`src/design/sic_pkg.sv`:
```
// ----------------------------------------------------------------------------
// sic_pkg: shared types, constants and helpers of the segment classifier
// Request and result structs, kind codes and small geometry functions.
// ----------------------------------------------------------------------------
package sic_pkg;

    localparam int CoordBits = 16;
    localparam int FracBits  = 16;
    localparam int FixBits   = 32;
    localparam int DiffBits  = CoordBits + 1;
    localparam int ProdBits  = 2 * DiffBits;
    localparam int CrossBits = ProdBits + 1;

    localparam logic [1:0] KIND_NONE  = 2'd0;
    localparam logic [1:0] KIND_POINT = 2'd1;
    localparam logic [1:0] KIND_SPAN  = 2'd2;

    typedef logic signed [CoordBits-1:0] t_coord;
    typedef logic signed [DiffBits-1:0]  t_diff;
    typedef logic signed [FixBits-1:0]   t_fix;

    typedef struct packed {
        t_coord ax;
        t_coord ay;
        t_coord bx;
        t_coord by_coord;
        t_coord cx;
        t_coord cy;
        t_coord dx;
        t_coord dy;
    } t_in_req;

    typedef struct packed {
        logic [1:0] kind;
        t_fix       px;
        t_fix       py;
        t_fix       qx;
        t_fix       qy;
    } t_out_req;

    typedef struct packed {
        t_coord x;
        t_coord y;
    } t_pt;

    // Result fields known before the division; use_div adds the quotient to p
    typedef struct packed {
        logic [1:0] kind;
        logic       use_div;
        t_fix       px;
        t_fix       py;
        t_fix       qx;
        t_fix       qy;
    } t_side;

    function automatic logic lex_less(t_pt a, t_pt b);
        return (a.x < b.x) || ((a.x == b.x) && (a.y < b.y));
    endfunction

    function automatic t_diff diff(t_coord from_v, t_coord to_v);
        return t_diff'(to_v) - t_diff'(from_v);
    endfunction

    function automatic t_fix to_fixed(t_coord v, int unsigned frac);
        t_fix e;
        e = t_fix'(v);
        return e << frac;
    endfunction

endpackage

```
`src/design/sic_out.sv`:
```
// ----------------------------------------------------------------------------
// sic_out: result assembly, output register and skid stage
// Apply floor rounding to the quotient, add it to the start point, and
// hold results against downstream stall.
// ----------------------------------------------------------------------------
module sic_out import sic_pkg::*; #(
    parameter int FRAC_BITS = FracBits
) (
    input  logic                          i_clk,
    input  logic                          i_rst_n,
    input  logic                          i_valid,
    input  logic [DiffBits+FRAC_BITS-1:0] i_q_x,
    input  logic [DiffBits+FRAC_BITS-1:0] i_q_y,
    input  logic                          i_rnz_x,
    input  logic                          i_rnz_y,
    input  logic                          i_neg_x,
    input  logic                          i_neg_y,
    input  t_side                         i_side,
    input  logic                          i_stall,
    output logic                          o_en,
    output logic                          o_valid,
    output t_out_req                      o_res
);

    localparam int QB = DiffBits + FRAC_BITS;
    localparam int XW = (QB + 1 > FixBits) ? QB + 1 : FixBits;

    logic [XW-1:0] n_ext_x, n_ext_y, n_val_x, n_val_y;
    t_out_req      n_res;

    always_comb begin
        n_ext_x    = XW'(i_q_x);
        n_ext_y    = XW'(i_q_y);
        // floor toward minus infinity: bump the magnitude on a remainder
        n_val_x    = i_neg_x ? -(n_ext_x + XW'(i_rnz_x)) : n_ext_x;
        n_val_y    = i_neg_y ? -(n_ext_y + XW'(i_rnz_y)) : n_ext_y;
        n_res.kind = i_side.kind;
        n_res.px   = i_side.use_div ? i_side.px + n_val_x[FixBits-1:0] : i_side.px;
        n_res.py   = i_side.use_div ? i_side.py + n_val_y[FixBits-1:0] : i_side.py;
        n_res.qx   = i_side.qx;
        n_res.qy   = i_side.qy;
    end

    logic     r_out_v, r_skid_v;
    t_out_req r_out, r_skid;
    logic     take;

    assign o_en = !r_skid_v;
    assign take = i_valid && o_en;

    always_ff @(posedge i_clk) begin
        if (!i_rst_n) begin
            r_out_v  <= 1'b0;
            r_skid_v <= 1'b0;
        end else if (!r_out_v || !i_stall) begin
            r_out_v  <= r_skid_v || take;
            r_skid_v <= 1'b0;
        end else if (take) begin
            r_skid_v <= 1'b1;
        end
    end

    always_ff @(posedge i_clk) begin
        if (!r_out_v || !i_stall) begin
            r_out <= r_skid_v ? r_skid : n_res;
        end else if (take) begin
            r_skid <= n_res;
        end
    end

    assign o_valid = r_out_v;
    assign o_res   = r_out;

`ifndef ASSERT_OFF
    a_skid_needs_out: assert property (@(posedge i_clk) disable iff (!i_rst_n)
        r_skid_v |-> r_out_v)
        else $error("skid holds a request while the output register is empty");

    a_skid_drains: assert property (@(posedge i_clk) disable iff (!i_rst_n)
        r_skid_v && !i_stall |=> !r_skid_v && r_out_v)
        else $error("skid did not drain into the output register");

    a_none_is_zero: assert property (@(posedge i_clk) disable iff (!i_rst_n)
        r_out_v && (r_out.kind == KIND_NONE) |->
            (r_out.px == '0) && (r_out.py == '0) && (r_out.qx == '0) && (r_out.qy == '0))
        else $error("disjoint result carries nonzero points");

    a_point_q_zero: assert property (@(posedge i_clk) disable iff (!i_rst_n)
        r_out_v && (r_out.kind == KIND_POINT) |-> (r_out.qx == '0) && (r_out.qy == '0))
        else $error("single point result carries a nonzero end point");
`endif

endmodule

```
`config.mk`:
```
export PLATFORM = sky130hd
export DESIGN_NAME = sic_out
export DESIGN_NICKNAME = d
export VERILOG_FILES = /design/src/design/sic_pkg.sv /design/src/design/sic_out.sv
export SDC_FILE = /design/constraint.sdc
export NUM_CORES = 1
export LEC_CHECK = 0
export BUFFER_PORTS_ARGS = -buffer_cell sky130_fd_sc_hd__buf_2
export CAP_MARGIN = 10
export CORE_MARGIN = 5
export CORE_UTILIZATION = 57
export DETAILED_ROUTE_END_ITERATION = 6
export GPL_ROUTABILITY_DRIVEN = 0
export PLACE_DENSITY = 0.89
export SETUP_SLACK_MARGIN = 0.5
export SLEW_MARGIN = 15
export SYNTH_ARGS = -nofsm -noshare
export SYNTH_HDL_FRONTEND = slang
export SYNTH_SLANG_ARGS = --single-unit
```
`constraint.sdc`:
```
create_clock -name i_clk -period 20.9 [get_ports i_clk]
set_input_delay 2.09 -clock i_clk [delete_from_list [all_inputs] [get_ports i_clk]]
set_output_delay 2.09 -clock i_clk [all_outputs]
set_load 0.01 [all_outputs]
```
# --- After elaboration in Yosys (flattened, before gate mapping) ---
# Index checks and enable logic that the tools add are counted.
classes:
  add_sub_neg: 6
  multipliers: 0
  div: 0
  magnitude_cmp: 0
  eq_ne: 0
  shift: 0
  muxes: 5
  bitwise_logic: 2
  n_reduce_logical: 8
op_table:
  columns: ["cell", "count"]
  rows:
  - ["$mux W130", 1]
  - ["$mux W32", 4]
  - ["$add A32 B1 Y32", 2]
  - ["$add A32 B32 Y32", 2]
  - ["$neg A32 Y32", 2]
  - ["$logic_not A1 Y1", 3]
  - ["$logic_or A1 B1 Y1", 2]
  - ["$not A1 Y1", 2]
  - ["$reduce_and A2 Y1", 1]
  - ["$reduce_or A2 Y1", 1]
  - ["$logic_and A1 B1 Y1", 1]
totals:
  reg_bits: 262
  latchBits: 0
  mem_bits_rw: 0
  rom_bits: 0
  inputBits: 205
  output_inout_bits: 132
  elab_cells: 33
  mem_count: 0

# --- Logic depth before layout (Yosys ltp) ---
# Gate-level depths: netlist of the first run.
logic_depth:
  word_depth: 6
  mapped_depth: 27
  mapped_depth_nobuf: 26

# --- Worst setup path after synthesis of the first run ---
# Ideal clock, no wire load.
synth_timing:
  path_kind: "input to register"
  startpoint: "input i_stall"
  endpoint: "register r_skid[0] in the netlist's numbering (enable)"
  setup_ps: 805
  arrival_time_ps: 14932
  t_required_ps: 20095
  slack_ps: 5163
  cell_stages: 2
  path_buffers: 0
  path_cell_list: "nand2_1 -> nor3b_1"
synth_via:
  elab_chain_cells: 4
synth_lines:
  columns: ["item", "line", "rtl"]
  rows:
  - ["start, declared", "sic_out.sv:19", "input logic i_stall,"]
  - ["$logic_not A1 Y1", "sic_out.sv:64", "if (!r_out_v || !i_stall) begin"]
  - ["$logic_or A1 B1 Y1", "sic_out.sv:64", null]
  - ["$not A1 Y1 (no source line)", null, null]
  - ["$reduce_and A2 Y1 (no source line)", null, null]
  - ["end signal, assigned", "sic_out.sv:67", "r_skid <= n_res;"]
  - ["end, declared", "sic_out.sv:45", "t_out_req r_out, r_skid;"]
# Every way passes these cells.
# A chain may end at the register's enable or synchronous reset.

==> impl_metrics.ini, run 1 <==
[drt]
routed_wl_mm = 45.1
antenna_left = 0
detail_route.vias_per_cell = 5.96
routed_wire_length_per_instance_um = 19.5
detail_route.iter0.violations = 1013
num_vias = 13800
drt_pre_antenna_iters = 6
route.detailed.drc = 0

[setup_path]
data_arrival_time_of_the_critical_path_ns = 7.37
worst_r2r_endpoint = r_skid[98]
start_kind = input port
critical_path.top_delay_family = compound AO/OA/AOI/OAI gates
rr_worst_depth = 3
crit_path_largest_cell_delay_ns = 0.45
critical_path_buf_inv_count = 3
path_max_fanout = 8
crit_required_ns = 21.18
worstSetupEndpointType = flip-flop
rrSetupSlack_ns = 17.69
worst-setup-path-type = input port to flip-flop
critical_path.reg2reg.startpoint = o_valid
timing.critical_path.slowest_stage_cell = sky130_fd_sc_hd__a31oi_1

[floorplan]
placementRows = 64
die_w_um = 185
ioPinCount = 337
die_outline_area_um2 = 34100
initial_core_util = 0.572
core_region_area_um2 = 30300
fp.dieH_um = 185

[pwr]
power.net_switching_uw = 501
power_report.internal_total_uw = 1130
comb_power_share = 0.309
power_frac_clock = 0.288
p_leak_uw = 0.00883
power_frac_seq = 0.403
p_per_area_nw_per_um2 = 80.3
power.switching_fraction = 0.307
ir_drop_uv = 52.1

[timing]
rsz0062_at_grt = no
final.setup.tns_ns = 0
final_min_period_over_clock_period = 0.340
timing_hold_violations_final = 0
finalCriticalPeriod_ns = 7.10
achievable-frequency_mhz = 141
worst_slew_pin_slew_ns = 1.09
finalSetupViolations = 0
max-slew-margin-rel = 0.270
max_slew_violation_count = 0
clock_skew_ns = 0.00604

[finish]
postLayoutCellArea_um2 = 20300
final_layout_size_suffix_gt1_frac = 0.297
design.final.nets = 2237
highest_count_cells_in_the_layout_ignoring_fill_and_taps = 334 x sky130_fd_sc_hd__buf_2, 260 x sky130_fd_sc_hd__edfxtp_1, 166 x sky130_fd_sc_hd__mux2_2
flow.area_growth_from_synthesis_pct = 16.8
mostFrequentLayoutCell = sky130_fd_sc_hd__buf_2

[yosys]
synth_area_per_cell_um2 = 11.0
synthDistinctLibCells = 66
mappedNetlistArea_um2 = 17400
synthesis.instances = 1575
yosysSeqAreaShare = 0.452
synth_nets = 1916
synth_top_area_share = 0.449
ys_async_sr_fraction = 0
synth-edff-count = 260
synth-main-ff-cell = sky130_fd_sc_hd__edfxtp_1
post-synth-top-area-cell = sky130_fd_sc_hd__edfxtp_1
synthTopCellsByArea = sky130_fd_sc_hd__edfxtp_1 45%, sky130_fd_sc_hd__mux2_2 11%, sky130_fd_sc_hd__ha_1 9.7%, sky130_fd_sc_hd__a21oi_1 3.4%, sky130_fd_sc_hd__xnor2_1 3.1%
ys_seq_elements = 262
synth_warnings = 0

[clock_network]
tritoncts.num_buffers = 27
cts.reportedPaths.clkPinSlew_ns = 0.07
clk_latency_ns = 0.52
cts.root.buffer_cell = sky130_fd_sc_hd__clkbuf_16
htree_num_levels = 1
cts.repair_timing.setup_buffer_count = 0
cts_sinks = 262
tritoncts = built
cts_resized = 0
postCtsHoldBufs = 0
cts-root-to-sink-buffers = 3

[global_route]
wire_length_of_the_first_global_routing_pass_mm = 69.0
initial_antenna_violation_count = 5
overall_overflow_remaining_after_global_route = 0
first_global_vias = 13400
pin_count_of_the_biggest_net_entering_global_routing = 82
track_usage = 0.249

[placement]
dp.final_hpwl_mm = 34.0
placed_area_um2 = 19400
port_buffers = 334

[worst_hold_path]
worst_hold_path.num_cells = 1
hold_path.class = flip-flop to flip-flop
worstHoldEndpoint = o_res[122]
timing.hold.worst.start = r_skid[122]

[job]
maxCapViolCount = 0

[status]
status = finished clean
-- cells by family after synthesis --
logic type / share of synthesized area
AOI/OAI and AO/OA: 0.161
xor gates and xnor gates: 0.0499
adders and majority gates: 0.0988
buffers and inverters: 0.0336
DFF: 0.452
muxes: 0.121
and+or+nand+nor: 0.0840
-- metrics by stage --
stage	total power, µW	utilization	hold slack [ns]	std cells	setup WS, ns
6_report	1630	0.669	0.547	2316	13.80
4_1_cts	1630	0.668	0.547	2311	13.95
3_5_place_dp	1160	0.640	0.530	2263	13.42
5_1_grt	1710	0.669	0.557	2316	13.44
3_3_place_gp	1140	0.640	0.526	2263	13.53
2_1_floorplan	1010	-	0.509	1575	5.16
-- final cells by class --
| class | count | area, µm² |
|---|---|---|
| flip-flops and latches | 262 | 7850 |
| fillers | 2198 | 10100 |
| diodes | 5 | 12.5 |
| well taps | 396 | 495 |
| clock buffers | 31 | 691 |
| repair buffers | 342 | 1730 |
| clock inverters | 17 | 160 |
| multi-input cells | 1158 | 8960 |
| inverters | 105 | 394 |
-- worst max path at each step --
stage | from | endpoint | slack (ns) | cells past startpoint
2_1_floorplan | i_stall | r_skid[0] | 5.16 | 2
3_3_place_gp | i_q_x[0] | o_res[124] | 13.53 | 26
3_5_place_dp | i_q_x[0] | o_res[124] | 13.42 | 26
4_1_cts | i_q_x[0] | o_res[124] | 13.95 | 26
5_1_grt | i_q_x[0] | o_res[124] | 13.44 | 26
6_report | i_q_x[0] | o_res[124] | 13.80 | 26
-- power by group through the flow --
stage / clock (µW) / sequential, µW / combinational (µW)
2_1_floorplan: 0 / 691 / 323
3_3_place_gp: 0 / 665 / 476
3_5_place_dp: 0 / 667 / 494
4_1_cts: 478 / 656 / 500
5_1_grt: 498 / 659 / 552
6_report: 469 / 656 / 504
-- per-layer routing --
| metal | share of wire | track usage |
|---|---|---|
| met5 | 0 | 0 |
| met4 | 0.039 | 0.0935 |
| met3 | 0.082 | 0.0318 |
| met2 | 0.47 | 0.419 |
| met1 | 0.41 | 0.332 |
-- synth_stat cells (all sizes together), types with 25 or more instances --
master	count
clkbuf	42
nand2	110
a21o	65
edfxtp	260
o21ai	93
mux2	167
a21oi	120
inv	104
o21bai	31
ha	134
nand3	25
xor2	37
nor2	57
xnor2	62
-- sequential cells by signal, indices dropped and copies added (netlist names) --
name      flops
r_skid_v      1
r_skid      130
o_res       130
o_valid       1
-- worst register-to-register path: cells and delay by family (launching register included) --
family        cells  cell delay, ns
simple gates      2            1.36
buf+inv           1            0.89
flops             1            0.46
Power figures use the tool's default switching activity.
==> run 2, diff against run 1 <==
--- a/config.mk
+++ b/config.mk
@@ -5,6 +5,7 @@
 export SDC_FILE = /design/constraint.sdc
 export NUM_CORES = 1
 export LEC_CHECK = 0
+export ABC_AREA = 1
 export BUFFER_PORTS_ARGS = -buffer_cell sky130_fd_sc_hd__buf_2
 export CAP_MARGIN = 10
 export CORE_MARGIN = 5
==> constraint.sdc (replaced) <==
create_clock -name i_clk -period 7.31 [get_ports i_clk]
set_input_delay 0.731 -clock i_clk [delete_from_list [all_inputs] [get_ports i_clk]]
set_output_delay 0.731 -clock i_clk [all_outputs]
set_load 0.01 [all_outputs]
==> run 2 against run 1 <==
Against the previous run:
- worst hold slack worse by 0.13 ns
- global-route usage up 1.9 points
- critical path depth up 3
- flip-flop and latch count unchanged
- routed wire length up 12%
- first-iteration DRC count up 52%
- register-to-register slack worse by 13 ns
- die area up 4.5%
- critical path type unchanged
==> impl_metrics.ini, run 2 <==
[setup_path]
rr_worst_depth = 4
crit_required_ns = 7.56
worstSetupStartpoint = i_q_y[0]
critical_path_depth = 29
critical_path.top_delay_family = compound AO/OA/AOI/OAI gates
rrSetupSlack_ns = 4.60
crit_path_largest_cell_delay_ns = 0.36
data_arrival_time_of_the_critical_path_ns = 4.56
worst_r2r_endpoint = r_skid[53]
timing.critical_path.slowest_stage_cell = sky130_fd_sc_hd__ha_1
critical_path_buf_inv_count = 7
worst-setup-path-type = input port to flip-flop
capturing_instance_or_port_of_the_critical_path = o_res[95]
path_max_fanout = 5
worstSetupEndpointType = flip-flop
start_kind = input port
critical_path.reg2reg.startpoint = r_skid_v

[clock_network]
cts_resized = 0
clk_latency_ns = 0.50
tritoncts = built
postCtsHoldBufs = 0
cts_sinks = 262
cts-root-to-sink-buffers = 3
cts.root.buffer_cell = sky130_fd_sc_hd__clkbuf_16
tritoncts.num_buffers = 24
cts.repair_timing.setup_buffer_count = 0
cts.reportedPaths.clkPinSlew_ns = 0.06
htree_num_levels = 1

[global_route]
track_usage = 0.268
wire_length_of_the_first_global_routing_pass_mm = 79.1
pin_count_of_the_biggest_net_entering_global_routing = 76
initial_antenna_violation_count = 11
first_global_vias = 15900
overall_overflow_remaining_after_global_route = 0

[timing]
final.setup.tns_ns = 0
rsz0062_at_grt = no
worst_slew_pin_slew_ns = 0.996
max_slew_violation_count = 0
max-slew-margin-rel = 0.336
finalSetupViolations = 0
achievable-frequency_mhz = 232
finalCriticalPeriod_ns = 4.31
clock_skew_ns = 0.0108
final_min_period_over_clock_period = 0.589
timing_hold_violations_final = 0

[yosys]
synthAdderAreaFrac = 0.0943
mappedNetlistArea_um2 = 18200
yosysSeqAreaShare = 0.431
synth_nets = 2610
synth-main-ff-cell = sky130_fd_sc_hd__edfxtp_1
synth_warnings = 0
synthMuxAreaShare = 0
synth_top_family_by_area = simple AND/OR/NAND/NOR gates
synthTopCellsByArea = sky130_fd_sc_hd__edfxtp_1 43%, sky130_fd_sc_hd__nand2_1 17%, sky130_fd_sc_hd__ha_1 9.2%, sky130_fd_sc_hd__inv_1 4.2%, sky130_fd_sc_hd__a21oi_1 3.8%
synth_top_area_share = 0.429
ys_async_sr_fraction = 0
synthesis.instances = 2269
ys_seq_elements = 262
synth-edff-count = 260
compound_cell_area_share_of_the_yosys_netlist = 0.125
yosys-top-cells-count = 802 x sky130_fd_sc_hd__nand2_1, 260 x sky130_fd_sc_hd__edfxtp_1, 204 x sky130_fd_sc_hd__inv_1
synthXorXnorAreaFrac = 0.0385
synthDistinctLibCells = 48
post-synth-top-area-cell = sky130_fd_sc_hd__edfxtp_1
synth_area_per_cell_um2 = 8.02
yosysMostFrequentCell = sky130_fd_sc_hd__nand2_1
synth-simple-area-share = 0.255

[job]
maxCapViolCount = 0

[floorplan]
core_region_area_um2 = 31600
placementRows = 65
die_w_um = 189
initial_core_util = 0.577
ioPinCount = 337
die_outline_area_um2 = 35600
fp.dieH_um = 189

[drt]
routed_wire_length_per_instance_um = 16.8
met2WireLength_mm = 22.6
drt_pre_antenna_iters = 5
route.top_layer_used = met5
detail_route.vias_per_cell = 5.61
num_vias = 16900
route.detailed.drc = 0
wl_met3_mm = 4.64
antenna_left = 0
routed_wl_mm = 50.5
routedLengthMet1_mm = 21.1
detail_route.iter0.violations = 1542

[finish]
stdcell_count = 3004
flow.area_growth_from_synthesis_pct = 15.5
mostFrequentLayoutCell = sky130_fd_sc_hd__nand2_1
final_layout_size_suffix_gt1_frac = 0.179
design.final.nets = 2922
postLayoutCellArea_um2 = 21000
highest_count_cells_in_the_layout_ignoring_fill_and_taps = 801 x sky130_fd_sc_hd__nand2_1, 334 x sky130_fd_sc_hd__buf_2, 260 x sky130_fd_sc_hd__edfxtp_1

[placement]
port_buffers = 334
placed_insts = 2957
placed_area_um2 = 20200
dp.final_hpwl_mm = 39.4

[pwr]
p_per_area_nw_per_um2 = 215
ir_drop_uv = 140
p_leak_uw = 0.00992

[worst_hold_path]
worst_hold_path.num_cells = 1
hold_path.class = input port to flip-flop

[status]
status = finished clean
[run 2: cell count changes in the layout (fill, tap and decap cells not counted), moves of 14 or more]
| cell | before | now |
|---|---|---|
| sky130_fd_sc_hd__nand2_1 | 109 | 801 |
| sky130_fd_sc_hd__mux2_2 | 166 | 0 |
| sky130_fd_sc_hd__inv_1 | 104 | 201 |
| sky130_fd_sc_hd__nor2_1 | 57 | 154 |
| sky130_fd_sc_hd__nand3_1 | 25 | 83 |
| sky130_fd_sc_hd__a21o_1 | 65 | 20 |
| sky130_fd_sc_hd__o21ai_1 | 2 | 25 |
| sky130_fd_sc_hd__mux2i_1 | 21 | 0 |
| sky130_fd_sc_hd__a21oi_1 | 119 | 139 |
| sky130_fd_sc_hd__o21ai_2 | 0 | 20 |
| sky130_fd_sc_hd__o21bai_1 | 31 | 11 |
| sky130_fd_sc_hd__o21ai_0 | 91 | 105 |
[run 2: kinds of logic after synthesis]
kind of cell / Yosys count
adder cells (fa/ha/maj): 136
AO/OA/AOI/OAI: 388
buffers and inverters: 266
AND/OR/NAND/NOR: 1137
XOR/XNOR: 80
flip-flops: 262
[run 2: worst register-to-register path: cells and delay by family, from the launching register on]
kind                   cells  cell delay, ns
flip-flops                 1            0.52
buffers and inverters      2            1.41
AND/OR/NAND/NOR            2            0.35
[run 2: worst min path at each step]
stage,endpoint,from
after detailed placement,o_res[11],r_skid[11]
after CTS,r_skid[48],i_side[48]
after global placement,o_res[34],r_skid[34]
final,r_skid[63],i_side[63]
after floorplan,o_res[0],r_skid[0]
after global routing,r_skid[63],i_side[63]
[run 2: routing by layer]
layer  GRT usage  vias to the layer above
li1            -                     8237
met1       0.366                     7603
met2       0.438                      847
met3      0.0430                      153
met4      0.0947                       10
met5           0                        -
[run 2: stage by stage]
stage	power, µW	util	hold slack (ns)	setup slack (ns)
finish	4520	0.666	0.416	3.00
global route	4780	0.666	0.390	2.68
CTS	4520	0.666	0.396	3.08
detailed placement	3310	0.642	0.501	2.56
global placement	3250	0.642	0.498	2.71
floorplan	2860	-	0.494	1.78
[run 2: report_power, final]
part	switching, µW	total, µW	leakage [µW]	internal, µW
clock network	515	1210	0.000368	692
logic	940	1460	0.00699	525
registers	34.7	1850	0.00256	1820
[run 2: area by class of cell]
class	instances	area, µm²
clock buffer	27	633
inverter	210	791
multi-input combinational	1741	9370
tap	402	503
fill	2499	10500
antenna	7	17.5
sequential	262	7850
timing repair buffer	342	1730
clock inverter	13	126
==> run 3, diff against run 2 <==
--- a/config.mk
+++ b/config.mk
@@ -5,14 +5,14 @@
 export SDC_FILE = /design/constraint.sdc
 export NUM_CORES = 1
 export LEC_CHECK = 0
-export ABC_AREA = 1
+export ABC_AREA = 0
 export BUFFER_PORTS_ARGS = -buffer_cell sky130_fd_sc_hd__buf_2
 export CAP_MARGIN = 10
 export CORE_MARGIN = 5
-export CORE_UTILIZATION = 57
+export CORE_UTILIZATION = 51
 export DETAILED_ROUTE_END_ITERATION = 6
 export GPL_ROUTABILITY_DRIVEN = 0
-export PLACE_DENSITY = 0.89
+export PLACE_DENSITY = 0.84
 export SETUP_SLACK_MARGIN = 0.5
 export SLEW_MARGIN = 15
 export SYNTH_ARGS = -nofsm -noshare
==> constraint.sdc (replaced) <==
create_clock -name i_clk -period 3.5 [get_ports i_clk]
set_input_delay 0.35 -clock i_clk [delete_from_list [all_inputs] [get_ports i_clk]]
set_output_delay 0.35 -clock i_clk [all_outputs]
set_load 0.01 [all_outputs]
==> run 3 against run 2 <==
Against the previous run:
- the flow now finishes with violations (setup timing)
- largest power group is now combinational logic
- register-to-register slack got worse by 3.5 ns
- clock skew up 0.0056 ns
- critical endpoint is now o_res[124]
- die area increased by 6.3%
- critical path depth decreased by 4
- largest cell class unchanged
- global-route usage up 0.49 points
- worst setup slack worse by 4.0 ns
==> impl_metrics.ini, run 3 (same netlist as run 1, synthesis figures left out) <==
[floorplan]
ioPinCount = 337
placementRows = 67
die_outline_area_um2 = 37800
initial_core_util = 0.517
fp.dieH_um = 195
die_w_um = 195
core_region_area_um2 = 33600

[timing]
clock_skew_ns = 0.0164
max_slew_violation_count = 0
postLayoutSetupSlackWorst_ns = -1.04
finalSetupViolations = 80
timing_hold_violations_final = 0
rsz0062_at_grt = yes
post_route_hold_slack_ns = 0.0219
achievable-frequency_mhz = 220
final_min_period_over_clock_period = 1.30
finalCriticalPeriod_ns = 4.54
worst_slew_pin_slew_ns = 1.01
max-slew-margin-rel = 0.323

[pwr]
total_power_draw_uw = 11800
p_per_area_nw_per_um2 = 456
p_leak_uw = 0.0117
ir_drop_uv = 331

[setup_path]
start_kind = input port
worstSetupEndpointType = flip-flop
path_max_fanout = 3
data_arrival_time_of_the_critical_path_ns = 4.82
crit_required_ns = 3.77
worst-setup-path-type = input port to flip-flop

[status]
violations_in_the_final_reports = setup timing
status = finished with violations

[placement]
port_buffers = 334
pre_cts_setup_slack_ns = -1.70
dp.final_hpwl_mm = 39.5

[job]
maxCapViolCount = 0

[clock_network]
htree_num_levels = 1
tritoncts = built
cts.reportedPaths.clkPinSlew_ns = 0.06
cts-root-to-sink-buffers = 3
clk_latency_ns = 0.52
postCtsHoldBufs = 0
tritoncts.num_buffers = 27
cts_sinks = 262
cts.root.buffer_cell = sky130_fd_sc_hd__clkbuf_16

[global_route]
wire_length_of_the_first_global_routing_pass_mm = 85.4
overall_overflow_remaining_after_global_route = 0
pin_count_of_the_biggest_net_entering_global_routing = 87
track_usage = 0.273
initial_antenna_violation_count = 12
first_global_vias = 16300

[drt]
routed_wire_length_per_instance_um = 21.1
routed_wl_mm = 59.2
drt_pre_antenna_iters = 6
route.detailed.drc = 0
detail_route.iter0.violations = 1214
num_vias = 16500
antenna_left = 0
detail_route.vias_per_cell = 5.87

[finish]
final.fill_count = 1977
highest_count_cells_in_the_layout_ignoring_fill_and_taps = 389 x sky130_fd_sc_hd__buf_4, 327 x sky130_fd_sc_hd__buf_2, 260 x sky130_fd_sc_hd__edfxtp_1
design.final.nets = 2679
final_layout_size_suffix_gt1_frac = 0.527
flow.area_growth_from_synthesis_pct = 48.8
mostFrequentLayoutCell = sky130_fd_sc_hd__buf_4

[worst_hold_path]
hold_path.class = input port to flip-flop
==> run 3: cell types whose count changed in the layout (fill, tap and decap cells not counted), moves of 70 or more <==
cell	delta
sky130_fd_sc_hd__nor2_1	-108
sky130_fd_sc_hd__a21oi_1	-70
sky130_fd_sc_hd__buf_4	+381
sky130_fd_sc_hd__mux2_2	+101
sky130_fd_sc_hd__nand2_1	-703
sky130_fd_sc_hd__inv_1	-107
==> run 3: timing repair <==
action                                  CTS  global route
pin swaps                               140            99
resized for setup                       190           139
endpoints found under the setup margin   94            97
buffers inserted                         39            31
==> run 3: layout make-up <==
type                    instances  area, µm²  share of cell area
repair buffers                784       5370               0.208
multi-input cells            1158      10700               0.416
diodes                          9       22.5            0.000872
flip-flops and latches        262       7860               0.304
well taps                     448        561              0.0217
clock buffers                  28        679              0.0263
clock inverters                20        185             0.00717
inverters                     105        434              0.0168
==> run 3: through the flow <==
step	std cells	area [µm²]	utilization	TNS (ns)
global route	2814	25800	0.769	-63.59
CTS	2774	24900	0.741	-42.46
floorplan	1575	18000	-	-199.58
finish	2814	25800	0.769	-51.83
detailed placement	2687	22900	0.681	-96.17
global placement	2687	22900	0.681	-86.36
==> run 3: worst max-delay path, stage by stage <==
cell and delay, ns:
sky130_fd_sc_hd__buf_12 0.11, sky130_fd_sc_hd__inv_12 0.04, sky130_fd_sc_hd__ha_4 0.13, sky130_fd_sc_hd__ha_4 0.14, sky130_fd_sc_hd__inv_2 0.04, sky130_fd_sc_hd__ha_4 0.15
sky130_fd_sc_hd__o21bai_2 0.21, sky130_fd_sc_hd__o21ai_2 0.10, sky130_fd_sc_hd__a31oi_2 0.22, sky130_fd_sc_hd__o211a_1 0.18, sky130_fd_sc_hd__o21ai_2 0.07, sky130_fd_sc_hd__a21boi_2 0.18
sky130_fd_sc_hd__o211ai_1 0.11, sky130_fd_sc_hd__a21boi_1 0.18, sky130_fd_sc_hd__mux2i_1 0.27, sky130_fd_sc_hd__o211ai_1 0.19, sky130_fd_sc_hd__ha_1 0.37, sky130_fd_sc_hd__nand3_1 0.11
sky130_fd_sc_hd__nor2_2 0.05, sky130_fd_sc_hd__and3_1 0.18, sky130_fd_sc_hd__a221o_1 0.36, sky130_fd_sc_hd__a221oi_4 0.32, sky130_fd_sc_hd__o21ai_1 0.11, sky130_fd_sc_hd__a221o_1 0.37
sky130_fd_sc_hd__mux2_4 0.26
==> run 3: routing by layer <==
metal  routed length (µm)  GRT usage  up-vias
met1                22700      0.343     7942
met5                   14          0        -
met3                 4600     0.0398      241
met4                 3320      0.116        4
li1                     -          -     7473
met2                28600      0.473      872
==> run 3: worst paths after layout <==
check	to	slack, ns	cells after the start	from
setup reg to reg	o_res[98]	1.06	3	r_skid_v
hold reg to reg	o_res[40]	0.55	1	r_skid[40]
setup / recovery	o_res[124]	-1.04	25	i_rnz_x
hold / removal	r_skid[54]	0.02	1	i_side[54]
==> run 3: power by group <==
| part | internal [µW] | total, µW | switching (µW) |
|---|---|---|---|
| Combinational | 2550 | 5000 | 2450 |
| Sequential | 3840 | 3940 | 104 |
| Clock | 1630 | 2830 | 1200 |
